$ cat config.mk
export PLATFORM = sky130hd
export DESIGN_NAME = ipv4_rx_header_validator
export DESIGN_NICKNAME = d
export VERILOG_FILES = /design/src/design/ipv4rx_pkg.sv /design/src/design/ipv4rx_front.sv /design/src/design/ipv4rx_fifo.sv /design/src/design/ipv4rx_back.sv /design/src/design/ipv4_rx_header_validator.sv
export SDC_FILE = /design/constraint.sdc
export NUM_CORES = 1
export LEC_CHECK = 0
export ABC_AREA = 0
export BUFFER_PORTS_ARGS = -buffer_cell sky130_fd_sc_hd__buf_2
export CAP_MARGIN = 20
export CORE_ASPECT_RATIO = 1.75
export CORE_MARGIN = 5
export CORE_UTILIZATION = 25
export DETAILED_ROUTE_END_ITERATION = 12
export PLACE_DENSITY_LB_ADDON = 0.2
export SYNTH_ARGS = -nofsm -noshare
export SYNTH_HDL_FRONTEND = slang
export SYNTH_HIERARCHICAL = 1
export SYNTH_SLANG_ARGS = --single-unit
$ cat constraint.sdc
create_clock -name i_clk -period 10.8 [get_ports i_clk]
set_input_delay 0.54 -clock i_clk [delete_from_list [all_inputs] [get_ports i_clk]]
set_output_delay 0.54 -clock i_clk [all_outputs]
set_load 0.1 [all_outputs]
$ cat src/design/ipv4rx_pkg.sv
// Package with the shared types, constants and helpers of the IPv4 receive header validator.
package ipv4rx_pkg;

    // Verdict codes reported with each packet.
    localparam logic [3:0] V_UDP       = 4'd0;
    localparam logic [3:0] V_TCP       = 4'd1;
    localparam logic [3:0] V_ICMP      = 4'd2;
    localparam logic [3:0] V_TOO_SMALL = 4'd3;
    localparam logic [3:0] V_VERSION   = 4'd4;
    localparam logic [3:0] V_FRAGMENT  = 4'd5;
    localparam logic [3:0] V_LENGTH    = 4'd6;
    localparam logic [3:0] V_IHL       = 4'd7;
    localparam logic [3:0] V_NOT_OURS  = 4'd8;
    localparam logic [3:0] V_TTL       = 4'd9;
    localparam logic [3:0] V_CHECKSUM  = 4'd10;
    localparam logic [3:0] V_UNKNOWN   = 4'd11;

    // Protocol numbers that are dispatched.
    localparam logic [7:0] PROTO_ICMP = 8'd1;
    localparam logic [7:0] PROTO_TCP  = 8'd6;
    localparam logic [7:0] PROTO_UDP  = 8'd17;

    // Header word positions, counted in 16-bit words from the start of the header.
    localparam logic [4:0] W_VER_IHL   = 5'd0;
    localparam logic [4:0] W_TOT_LEN   = 5'd1;
    localparam logic [4:0] W_FRAG      = 5'd3;
    localparam logic [4:0] W_TTL_PROTO = 5'd4;
    localparam logic [4:0] W_DST_HI    = 5'd8;
    localparam logic [4:0] W_DST_LO    = 5'd9;

    localparam logic [15:0] MIN_FRAME_BYTES = 16'd20;
    localparam logic [3:0]  MIN_IHL         = 4'd5;
    localparam logic [3:0]  IP_VERSION      = 4'd4;
    localparam logic [7:0]  TTL_EXPIRING    = 8'd1;
    localparam logic [15:0] SUM_GOOD        = 16'hffff;
    localparam logic [31:0] ADDR_BCAST      = 32'hffff_ffff;
    localparam logic [31:0] ADDR_ZERO       = 32'h0000_0000;
    // Last word index for a header whose IHL is below the minimum.
    localparam logic [4:0]  LAST_SHORT      = 5'd9;

    // Classified packet: raw check flags plus the reported fields.
    typedef struct packed {
        logic       too_small;
        logic       ver_bad;
        logic       frag_bad;
        logic       len_bad;
        logic       ihl_bad;
        logic       dest_bad;
        logic       ttl_one;
        logic       sum_bad;
        logic [7:0]  proto;
        logic [15:0] total_length;
        logic [5:0]  header_bytes;
    } t_chk;

    // Queue status seen by the neighbors of the queue.
    typedef struct packed {
        logic valid;
        logic full;
    } t_q_stat;

    // Ones-complement add with end-around carry.
    function automatic logic [15:0] f_ones_add(input logic [15:0] a, input logic [15:0] b);
        logic [16:0] s;
        s = {1'b0, a} + {1'b0, b};
        return s[15:0] + {15'd0, s[16]};
    endfunction

endpackage

$ cat src/design/ipv4rx_front.sv
// Front end: tracks header words, runs the checksum and captures the checked fields.
module ipv4rx_front (
    input  logic                i_clk,
    input  logic                i_rst_n,
    input  logic                i_acc,
    input  logic [15:0]         i_word,
    input  logic                i_start,
    input  logic [15:0]         i_frame_bytes,
    input  logic [31:0]         i_local_addr,
    output logic                o_push,
    output ipv4rx_pkg::t_chk    o_rec
);

    logic [4:0]  r_word_index;
    logic [15:0] r_sum;
    logic [3:0]  r_ihl;
    logic [3:0]  r_ver;
    logic [15:0] r_len;
    logic [15:0] r_avail;
    logic        r_frag;
    logic        r_ttl1;
    logic [7:0]  r_proto;
    logic [15:0] r_dest_hi;
    logic        r_dest_bad;
    logic        r_done;

    logic [4:0]  n_word_index;
    logic [15:0] n_sum;
    logic [3:0]  n_ihl;
    logic [3:0]  n_ver;
    logic [15:0] n_len;
    logic [15:0] n_avail;
    logic        n_frag;
    logic        n_ttl1;
    logic [7:0]  n_proto;
    logic [15:0] n_dest_hi;
    logic        n_dest_bad;

    logic        short_frame;
    logic        active;
    logic        is_last;
    logic [4:0]  idx;
    logic [4:0]  last_idx;
    logic [4:0]  hdr_words;
    logic [31:0] dest;

    always_comb begin
        short_frame = i_start && (i_frame_bytes < ipv4rx_pkg::MIN_FRAME_BYTES);
        active      = i_start ? !short_frame : !r_done;
        idx         = i_start ? 5'd0 : r_word_index;

        // A start word drops whatever the previous packet left behind.
        n_sum      = i_start ? 16'd0 : r_sum;
        n_ihl      = i_start ? 4'd0 : r_ihl;
        n_ver      = i_start ? 4'd0 : r_ver;
        n_len      = i_start ? 16'd0 : r_len;
        n_avail    = i_start ? i_frame_bytes : r_avail;
        n_frag     = i_start ? 1'b0 : r_frag;
        n_ttl1     = i_start ? 1'b0 : r_ttl1;
        n_proto    = i_start ? 8'd0 : r_proto;
        n_dest_hi  = i_start ? 16'd0 : r_dest_hi;
        n_dest_bad = i_start ? 1'b0 : r_dest_bad;
        dest       = {n_dest_hi, i_word};

        case (idx)
            ipv4rx_pkg::W_VER_IHL: begin
                n_ver = i_word[15:12];
                n_ihl = i_word[11:8];
            end
            ipv4rx_pkg::W_TOT_LEN: begin
                n_len = i_word;
            end
            ipv4rx_pkg::W_FRAG: begin
                n_frag = (i_word[13:0] != 14'd0);
            end
            ipv4rx_pkg::W_TTL_PROTO: begin
                n_ttl1  = (i_word[15:8] == ipv4rx_pkg::TTL_EXPIRING);
                n_proto = i_word[7:0];
            end
            ipv4rx_pkg::W_DST_HI: begin
                n_dest_hi = i_word;
            end
            ipv4rx_pkg::W_DST_LO: begin
                n_dest_bad = (dest != i_local_addr) && (dest != ipv4rx_pkg::ADDR_BCAST)
                             && (dest != ipv4rx_pkg::ADDR_ZERO);
            end
            default: begin
            end
        endcase

        hdr_words = {n_ihl, 1'b0};
        if (idx < hdr_words) begin
            n_sum = ipv4rx_pkg::f_ones_add(n_sum, i_word);
        end

        last_idx     = (n_ihl < ipv4rx_pkg::MIN_IHL) ? ipv4rx_pkg::LAST_SHORT
                                                     : hdr_words - 5'd1;
        is_last      = active && (idx == last_idx);
        n_word_index = idx + 5'd1;
    end

    always_comb begin
        o_push = i_acc && (short_frame || is_last);
        o_rec  = '0;
        if (short_frame) begin
            o_rec.too_small = 1'b1;
        end else begin
            o_rec.ver_bad      = (n_ver != ipv4rx_pkg::IP_VERSION);
            o_rec.frag_bad     = n_frag;
            o_rec.len_bad      = (n_len > n_avail);
            o_rec.ihl_bad      = (n_ihl < ipv4rx_pkg::MIN_IHL);
            o_rec.dest_bad     = n_dest_bad;
            o_rec.ttl_one      = n_ttl1;
            o_rec.sum_bad      = (n_sum != ipv4rx_pkg::SUM_GOOD);
            o_rec.proto        = n_proto;
            o_rec.total_length = n_len;
            o_rec.header_bytes = {n_ihl, 2'b00};
        end
    end

    always_ff @(posedge i_clk) begin
        if (!i_rst_n) begin
            r_word_index <= '0;
            r_sum        <= '0;
            r_ihl        <= '0;
            r_ver        <= '0;
            r_len        <= '0;
            r_avail      <= '0;
            r_frag       <= 1'b0;
            r_ttl1       <= 1'b0;
            r_proto      <= '0;
            r_dest_hi    <= '0;
            r_dest_bad   <= 1'b0;
            r_done       <= 1'b1;
        end else if (i_acc) begin
            if (short_frame) begin
                r_done <= 1'b1;
            end else if (active) begin
                r_word_index <= n_word_index;
                r_sum        <= n_sum;
                r_ihl        <= n_ihl;
                r_ver        <= n_ver;
                r_len        <= n_len;
                r_avail      <= n_avail;
                r_frag       <= n_frag;
                r_ttl1       <= n_ttl1;
                r_proto      <= n_proto;
                r_dest_hi    <= n_dest_hi;
                r_dest_bad   <= n_dest_bad;
                r_done       <= is_last;
            end
        end
    end

endmodule

$ cat src/design/ipv4rx_fifo.sv
// Short queue of classified packets between the front end and the output stage.
module ipv4rx_fifo #(
    parameter int DEPTH = 2,
    parameter int WIDTH = 38
) (
    input  logic                 i_clk,
    input  logic                 i_rst_n,
    input  logic                 i_push,
    input  logic [WIDTH-1:0]     i_data,
    input  logic                 i_pop,
    output logic [WIDTH-1:0]     o_data,
    output ipv4rx_pkg::t_q_stat  o_stat
);

    localparam int PW = $clog2(DEPTH);
    localparam int CW = $clog2(DEPTH + 1);

    logic [WIDTH-1:0] r_mem [DEPTH];
    logic [PW-1:0]    r_wr;
    logic [PW-1:0]    r_rd;
    logic [CW-1:0]    r_cnt;

    logic [PW-1:0]    n_wr;
    logic [PW-1:0]    n_rd;
    logic             do_push;
    logic             do_pop;

    always_comb begin
        o_stat.valid = (r_cnt != '0);
        o_stat.full  = (r_cnt == CW'(DEPTH));
        do_push      = i_push && !o_stat.full;
        do_pop       = i_pop && o_stat.valid;
        n_wr         = (r_wr == PW'(DEPTH - 1)) ? '0 : r_wr + 1'b1;
        n_rd         = (r_rd == PW'(DEPTH - 1)) ? '0 : r_rd + 1'b1;
        o_data       = r_mem[r_rd];
    end

    always_ff @(posedge i_clk) begin
        if (do_push) begin
            r_mem[r_wr] <= i_data;
        end
    end

    always_ff @(posedge i_clk) begin
        if (!i_rst_n) begin
            r_wr  <= '0;
            r_rd  <= '0;
            r_cnt <= '0;
        end else begin
            if (do_push) begin
                r_wr <= n_wr;
            end
            if (do_pop) begin
                r_rd <= n_rd;
            end
            if (do_push && !do_pop) begin
                r_cnt <= r_cnt + 1'b1;
            end else if (do_pop && !do_push) begin
                r_cnt <= r_cnt - 1'b1;
            end
        end
    end

endmodule

$ cat src/design/ipv4rx_back.sv
// Back end: turns check flags into a verdict and holds the result for the output stream.
module ipv4rx_back (
    input  logic                 i_clk,
    input  logic                 i_rst_n,
    input  ipv4rx_pkg::t_q_stat  i_q_stat,
    input  ipv4rx_pkg::t_chk     i_rec,
    output logic                 o_pop,
    output logic                 o_valid,
    input  logic                 i_ready,
    output logic [39:0]          o_data
);

    logic        r_valid;
    logic [39:0] r_data;
    logic [3:0]  verdict;
    logic        load;

    // First failing check wins; a clean header is dispatched by protocol.
    always_comb begin
        if (i_rec.too_small) begin
            verdict = ipv4rx_pkg::V_TOO_SMALL;
        end else if (i_rec.ver_bad) begin
            verdict = ipv4rx_pkg::V_VERSION;
        end else if (i_rec.frag_bad) begin
            verdict = ipv4rx_pkg::V_FRAGMENT;
        end else if (i_rec.len_bad) begin
            verdict = ipv4rx_pkg::V_LENGTH;
        end else if (i_rec.ihl_bad) begin
            verdict = ipv4rx_pkg::V_IHL;
        end else if (i_rec.dest_bad) begin
            verdict = ipv4rx_pkg::V_NOT_OURS;
        end else if (i_rec.ttl_one) begin
            verdict = ipv4rx_pkg::V_TTL;
        end else if (i_rec.sum_bad) begin
            verdict = ipv4rx_pkg::V_CHECKSUM;
        end else if (i_rec.proto == ipv4rx_pkg::PROTO_UDP) begin
            verdict = ipv4rx_pkg::V_UDP;
        end else if (i_rec.proto == ipv4rx_pkg::PROTO_TCP) begin
            verdict = ipv4rx_pkg::V_TCP;
        end else if (i_rec.proto == ipv4rx_pkg::PROTO_ICMP) begin
            verdict = ipv4rx_pkg::V_ICMP;
        end else begin
            verdict = ipv4rx_pkg::V_UNKNOWN;
        end
        load    = i_q_stat.valid && (!r_valid || i_ready);
        o_pop   = load;
        o_valid = r_valid;
        o_data  = r_data;
    end

    always_ff @(posedge i_clk) begin
        if (load) begin
            r_data <= {6'd0, i_rec.header_bytes, i_rec.total_length, i_rec.proto, verdict};
        end
    end

    always_ff @(posedge i_clk) begin
        if (!i_rst_n) begin
            r_valid <= 1'b0;
        end else if (load) begin
            r_valid <= 1'b1;
        end else if (i_ready) begin
            r_valid <= 1'b0;
        end
    end

endmodule

$ cat src/design/ipv4_rx_header_validator.sv
// Top level of the IPv4 receive header validator: ports, register, front, queue and back.
//
// Usage. Header words enter on the s_axis stream, one 16-bit word per request, in wire
// order. tuser marks the first word of a packet, and that request also carries the byte
// count from the IPv4 header to the frame end in the upper half of tdata. One result per
// packet leaves on the m_axis stream: verdict, protocol, total length and header bytes.
// A start word with fewer than 20 frame bytes yields a "too small" result at once;
// otherwise the result follows word max(10, 2*IHL) of the header. Words outside a packet
// are dropped, and a start word in mid-packet abandons the packet in progress.
// Throughput is one word per clock while the queue has room. A result enters the queue
// when its last word is accepted and then moves into the output register, which drives
// m_axis tvalid, once that register is free. The front end checks each word in the cycle
// it arrives; the queue of QUEUE_DEPTH entries plus the output register absorb a stalled
// receiver, and tready falls only when the queue is full. Reset is synchronous: the block
// is idle until a start word, the queue and output are empty, and local_address is zero.
// The APB port writes local_address at byte address 0; it must only be written while the
// block is idle.
module ipv4_rx_header_validator #(
    parameter int QUEUE_DEPTH = 2
) (
    input  logic        i_clk,
    input  logic        i_rst_n,
    // Input stream.
    input  logic        i_s_axis_tvalid,
    output logic        o_s_axis_tready,
    input  logic [31:0] i_s_axis_tdata,   // [15:0] header_word, [31:16] frame_bytes
    input  logic        i_s_axis_tuser,   // [0] start_req
    // Result stream.
    output logic        o_m_axis_tvalid,
    input  logic        i_m_axis_tready,
    // [3:0] verdict, [11:4] protocol, [27:12] total_length, [33:28] header_bytes, rest zero
    output logic [39:0] o_m_axis_tdata,
    // Configuration port.
    input  logic        psel,
    input  logic        penable,
    input  logic        pwrite,
    input  logic [2:0]  paddr,
    input  logic [31:0] pwdata,
    output logic [31:0] prdata,
    output logic        pready
);

    localparam int REC_W = $bits(ipv4rx_pkg::t_chk);

    logic [31:0]          r_local_addr;
    logic                 w_acc;
    logic                 w_push;
    logic                 w_pop;
    ipv4rx_pkg::t_chk     w_rec_in;
    ipv4rx_pkg::t_chk     w_rec_out;
    logic [REC_W-1:0]     w_q_data;
    ipv4rx_pkg::t_q_stat  w_q_stat;

    // The register file holds a single register; the low address bits are ignored.
    assign pready = 1'b1;
    assign prdata = paddr[2] ? 32'd0 : r_local_addr;

    always_ff @(posedge i_clk) begin
        if (!i_rst_n) begin
            r_local_addr <= '0;
        end else if (psel && penable && pwrite && pready && !paddr[2]) begin
            r_local_addr <= pwdata;
        end
    end

    // A word is taken only when the queue has room for the result it might finish.
    assign o_s_axis_tready = !w_q_stat.full;
    assign w_acc           = i_s_axis_tvalid && o_s_axis_tready;

    ipv4rx_front u_front (
        .i_clk         (i_clk),
        .i_rst_n       (i_rst_n),
        .i_acc         (w_acc),
        .i_word        (i_s_axis_tdata[15:0]),
        .i_start       (i_s_axis_tuser),
        .i_frame_bytes (i_s_axis_tdata[31:16]),
        .i_local_addr  (r_local_addr),
        .o_push        (w_push),
        .o_rec         (w_rec_in)
    );

    ipv4rx_fifo #(
        .DEPTH (QUEUE_DEPTH),
        .WIDTH (REC_W)
    ) u_fifo (
        .i_clk   (i_clk),
        .i_rst_n (i_rst_n),
        .i_push  (w_push),
        .i_data  (w_rec_in),
        .i_pop   (w_pop),
        .o_data  (w_q_data),
        .o_stat  (w_q_stat)
    );

    assign w_rec_out = w_q_data;

    ipv4rx_back u_back (
        .i_clk    (i_clk),
        .i_rst_n  (i_rst_n),
        .i_q_stat (w_q_stat),
        .i_rec    (w_rec_out),
        .o_pop    (w_pop),
        .o_valid  (o_m_axis_tvalid),
        .i_ready  (i_m_axis_tready),
        .o_data   (o_m_axis_tdata)
    );

`ifndef ASSERT_OFF
    // A finished packet never meets a full queue.
    a_no_overflow: assert property (@(posedge i_clk) disable iff (!i_rst_n)
        w_push |-> !w_q_stat.full)
        else $error("result pushed into a full queue");

    // An undersized start word is answered in the same request.
    a_small_answered: assert property (@(posedge i_clk) disable iff (!i_rst_n)
        (w_acc && i_s_axis_tuser && (i_s_axis_tdata[31:16] < ipv4rx_pkg::MIN_FRAME_BYTES))
        |-> w_push)
        else $error("too-small frame produced no result");

    // A queued result is held either in the queue or in the output register.
    a_result_kept: assert property (@(posedge i_clk) disable iff (!i_rst_n)
        w_push |=> (w_q_stat.valid || o_m_axis_tvalid))
        else $error("result lost between queue and output");
`endif

endmodule

==> reports/results.txt <==
sequential group share of total power: 47.0%
Worst Tran Pin Value: 1100 ps
Critical Path RT: 11040 ps
area of the multi-input gates: 0.00640 mm²
final hold slack: 226 ps
die area: 0.0561 mm²
Hold Path Stages: 3
final slew viol count: 0
Rows: 109
Longest Clk Path Bufs: 3
CTS H-tree lvls: 1
Synth Register Bits: 237
CP Class: input port to flip-flop
min-delay worst type: input port to flip-flop
Post-DRT Antenna Nets: 0
Worst-Skew Late Latency: 560 ps
clock power share: 39.5%
Yosys top cell area share: 25.8%
DRC viols: 0
Main synth FF type: dfxtp_1
P_sw: 573 µW
Post-synth EDFFs: 110
detailed placement HPWL: 27.3 mm
Tmin final: 5580 ps
antenna violations before repair: 0
Peak Freq: 0.179 GHz
Post-synth top cells: 169 x nor2_1, 128 x nand2_1, 127 x dfxtp_1
Filler Cells Inserted: 5402
final non-filler cell area: 0.0148 mm²
crit-path max FO: 43
total track usage: 13.4%
I/O Pins: 150
Vias per Instance: 4.83
Worst R2R Path Depth: 22
Max-slew headroom: 26.6%
unrepaired setup endpoints after global routing: false
Die Span X: 181 µm
final net count: 1543
post-CTS setup buffer count: 0
P_leak: 5.62 nW
Syn-to-layout area delta: 15.7%
Critical-path top delay cell: buf_4
post-synthesis sequential area ratio: 45.6%
final worst-path cycle share: 51.6%
drt first pass iters: 7
largest net degree at the start of global routing: 87
first-pass GRT wire length: 59.9 mm
final setup fails: 0
die height: 310 µm
cell chain of the critical path: buf_2 > buf_4 > buf_4 > nor2b_1 > ha_1 > a21o_1 > nor2_1 > o21ai_0 > a21oi_1 > a21boi_0 > o21ai_0 > a21oi_1 > o21ai_0 > nand2b_1 > ha_1 > ha_1 > nand2_1 > nor2_1 > nand4_1 > nor2b_1 > nand3_1 > xor2_1 > o31ai_1 > a41oi_1
routed vias: 10200
cell area after synthesis: 0.0128 mm²
switching part of the total: 27.6%
P per Cell Area: 140 mW/mm²
Layout Skew: 26.9 ps
IO buf count: 140
synth warn: 6
post-CTS sizing: 0
Yosys cell types: 89
max incr delay on CP: 560 ps
max_cap viols: 0
critical path endpoint category: flip-flop
initial drt markers: 555
Post-Route WL: 39.1 mm
CTS clk-pin slew, worst paths: 60 ps
post-cts hold buffer count: 0
Power Internal: 1.51 mW
status: finished, final reports clean
cell with the most instances after synthesis: nor2_1
global route overflow: 0
ys async rst share: 0%
sequential cell area: 0.00585 mm²
Post-Syn Instances: 1335
Starting Density: 25.3%
CTS tree: done
TritonCTS Sinks: 237
VDD IR-drop max: 0.129 mV
gpl congestion: 0.839
Final Hold Viols: 0
worst path arrival time: 5820 ps
Wirelength per Cell: 18.5 µm
setup_tns: 0 ps
Syn Area/Cell: 9.61 µm²
Setup crit start kind: input port
area post-placement: 0.0140 mm²
number of global-route vias before repair: 10300
fraction of layout cells with a size suffix above 1: 16.7%
core outline area: 0.0507 mm²
CTS buffer count: 26
Gate power share: 13.5%
Synth area leaders: edfxtp_1 26%, dfxtp_1 20%, nor2_1 4.9%
root buffer cell: clkbuf_16
Synth area leader: edfxtp_1
==> final timing paths <==
kind,slack [ps],end,start
hold / removal,230,r_local_addr[7]$_SDFFE_PN0P_,pwdata[7]
hold reg to reg,450,u_front/r_avail[0]$_SDFFE_PN0P_,u_front/r_avail[0]$_SDFFE_PN0P_
setup / recovery,5220,u_fifo/r_mem[0][30]$_DFFE_PP_,i_s_axis_tuser
setup reg to reg,5650,u_fifo/r_mem[0][30]$_DFFE_PP_,u_front/r_sum[0]$_SDFFE_PN0P_
==> cell type report <==
type / count / area share (%)
clock inverter: 14 / 0.582
antenna: 1 / 0.0169
clock buffer: 34 / 4.66
multi-input combinational: 974 / 43.2
sequential: 237 / 39.4
timing repair buffer: 153 / 5.58
tap: 666 / 5.62
inverter: 38 / 0.962
==> power groups by stage <==
stage                     Sequential (mW)  Clock [mW]  Combinational [mW]
after floorplan                     0.991           0               0.208
after global placement              0.995           0               0.279
after detailed placement            0.996           0               0.283
after CTS                           0.977       0.859               0.283
after global routing                0.979       0.888               0.310
final                               0.977       0.822               0.281
==> worst max-delay path: cells and delay by family <==
kind                       cells  cell delay, ps
and+or+nand+nor                8            1150
buffers and inverters          3            1060
xor gates and xnor gates       1             190
AOI/OAI and AO/OA              9            1990
adders and majority gates      3             860
==> per-stage QoR <==
step | setup slack (ps) | utilization, % | std cells | power, mW
6_report | 5220 | 29.2 | 2117 | 2.08
5_1_grt | 4790 | 29.2 | 2116 | 2.18
4_1_cts | 5260 | 29.2 | 2114 | 2.12
3_5_place_dp | 4730 | 27.6 | 2066 | 1.28
3_3_place_gp | 4740 | 27.6 | 2065 | 1.27
2_1_floorplan | 4920 | - | 1341 | 1.20
==> kinds of logic (layout without fill, tap and decap cells) <==
logic type      after synthesis  in the layout  synth area share [%]
mux                          92             92                  7.56
buf+inv                     130            239                  4.90
xor+xnor                     56             56                  3.88
other cells                   3             10                0.0878
fa+ha+maj                    39             39                  3.85
simple gates                520            520                  19.9
flops                       237            237                  45.6
compound gates              258            258                  14.2
==> metal layers <==
metal / vias up / GRT usage [%] / routed length (µm)
met5: - / 0 / 0
met4: 0 / 3.81 / 930
met3: 44 / 1.71 / 1450
met2: 225 / 25.6 / 20800
met1: 4951 / 15.5 / 15900
li1: 5009 / - / -
==> state kept, by name, indices dropped and copies added (netlist names), 2 cells and up, named ones only <==
register	flops
u_front/r_word_index	5
u_front/r_dest_hi	16
r_local_addr	32
u_fifo/r_cnt	2
u_front/r_len	16
u_front/r_proto	8
u_front/r_sum	16
u_front/r_avail	16
u_front/r_ver	4
u_front/r_ihl	4
u_fifo/r_mem	76
u_back/o_data	34
==> cell usage in the layout (no fill, tap or decap), drive strengths merged, types with 38 or more instances in the layout <==
cell type  synthesis  routed
edfxtp           110     110
mux2i             53      53
a211oi            43      43
buf               43     153
dfxtp            127     127
nand2            128     128
nor2b             56      56
mux2              39      39
nor2             169     169
inv               38      38
No activity file was read; power rests on OpenSTA's default activity.
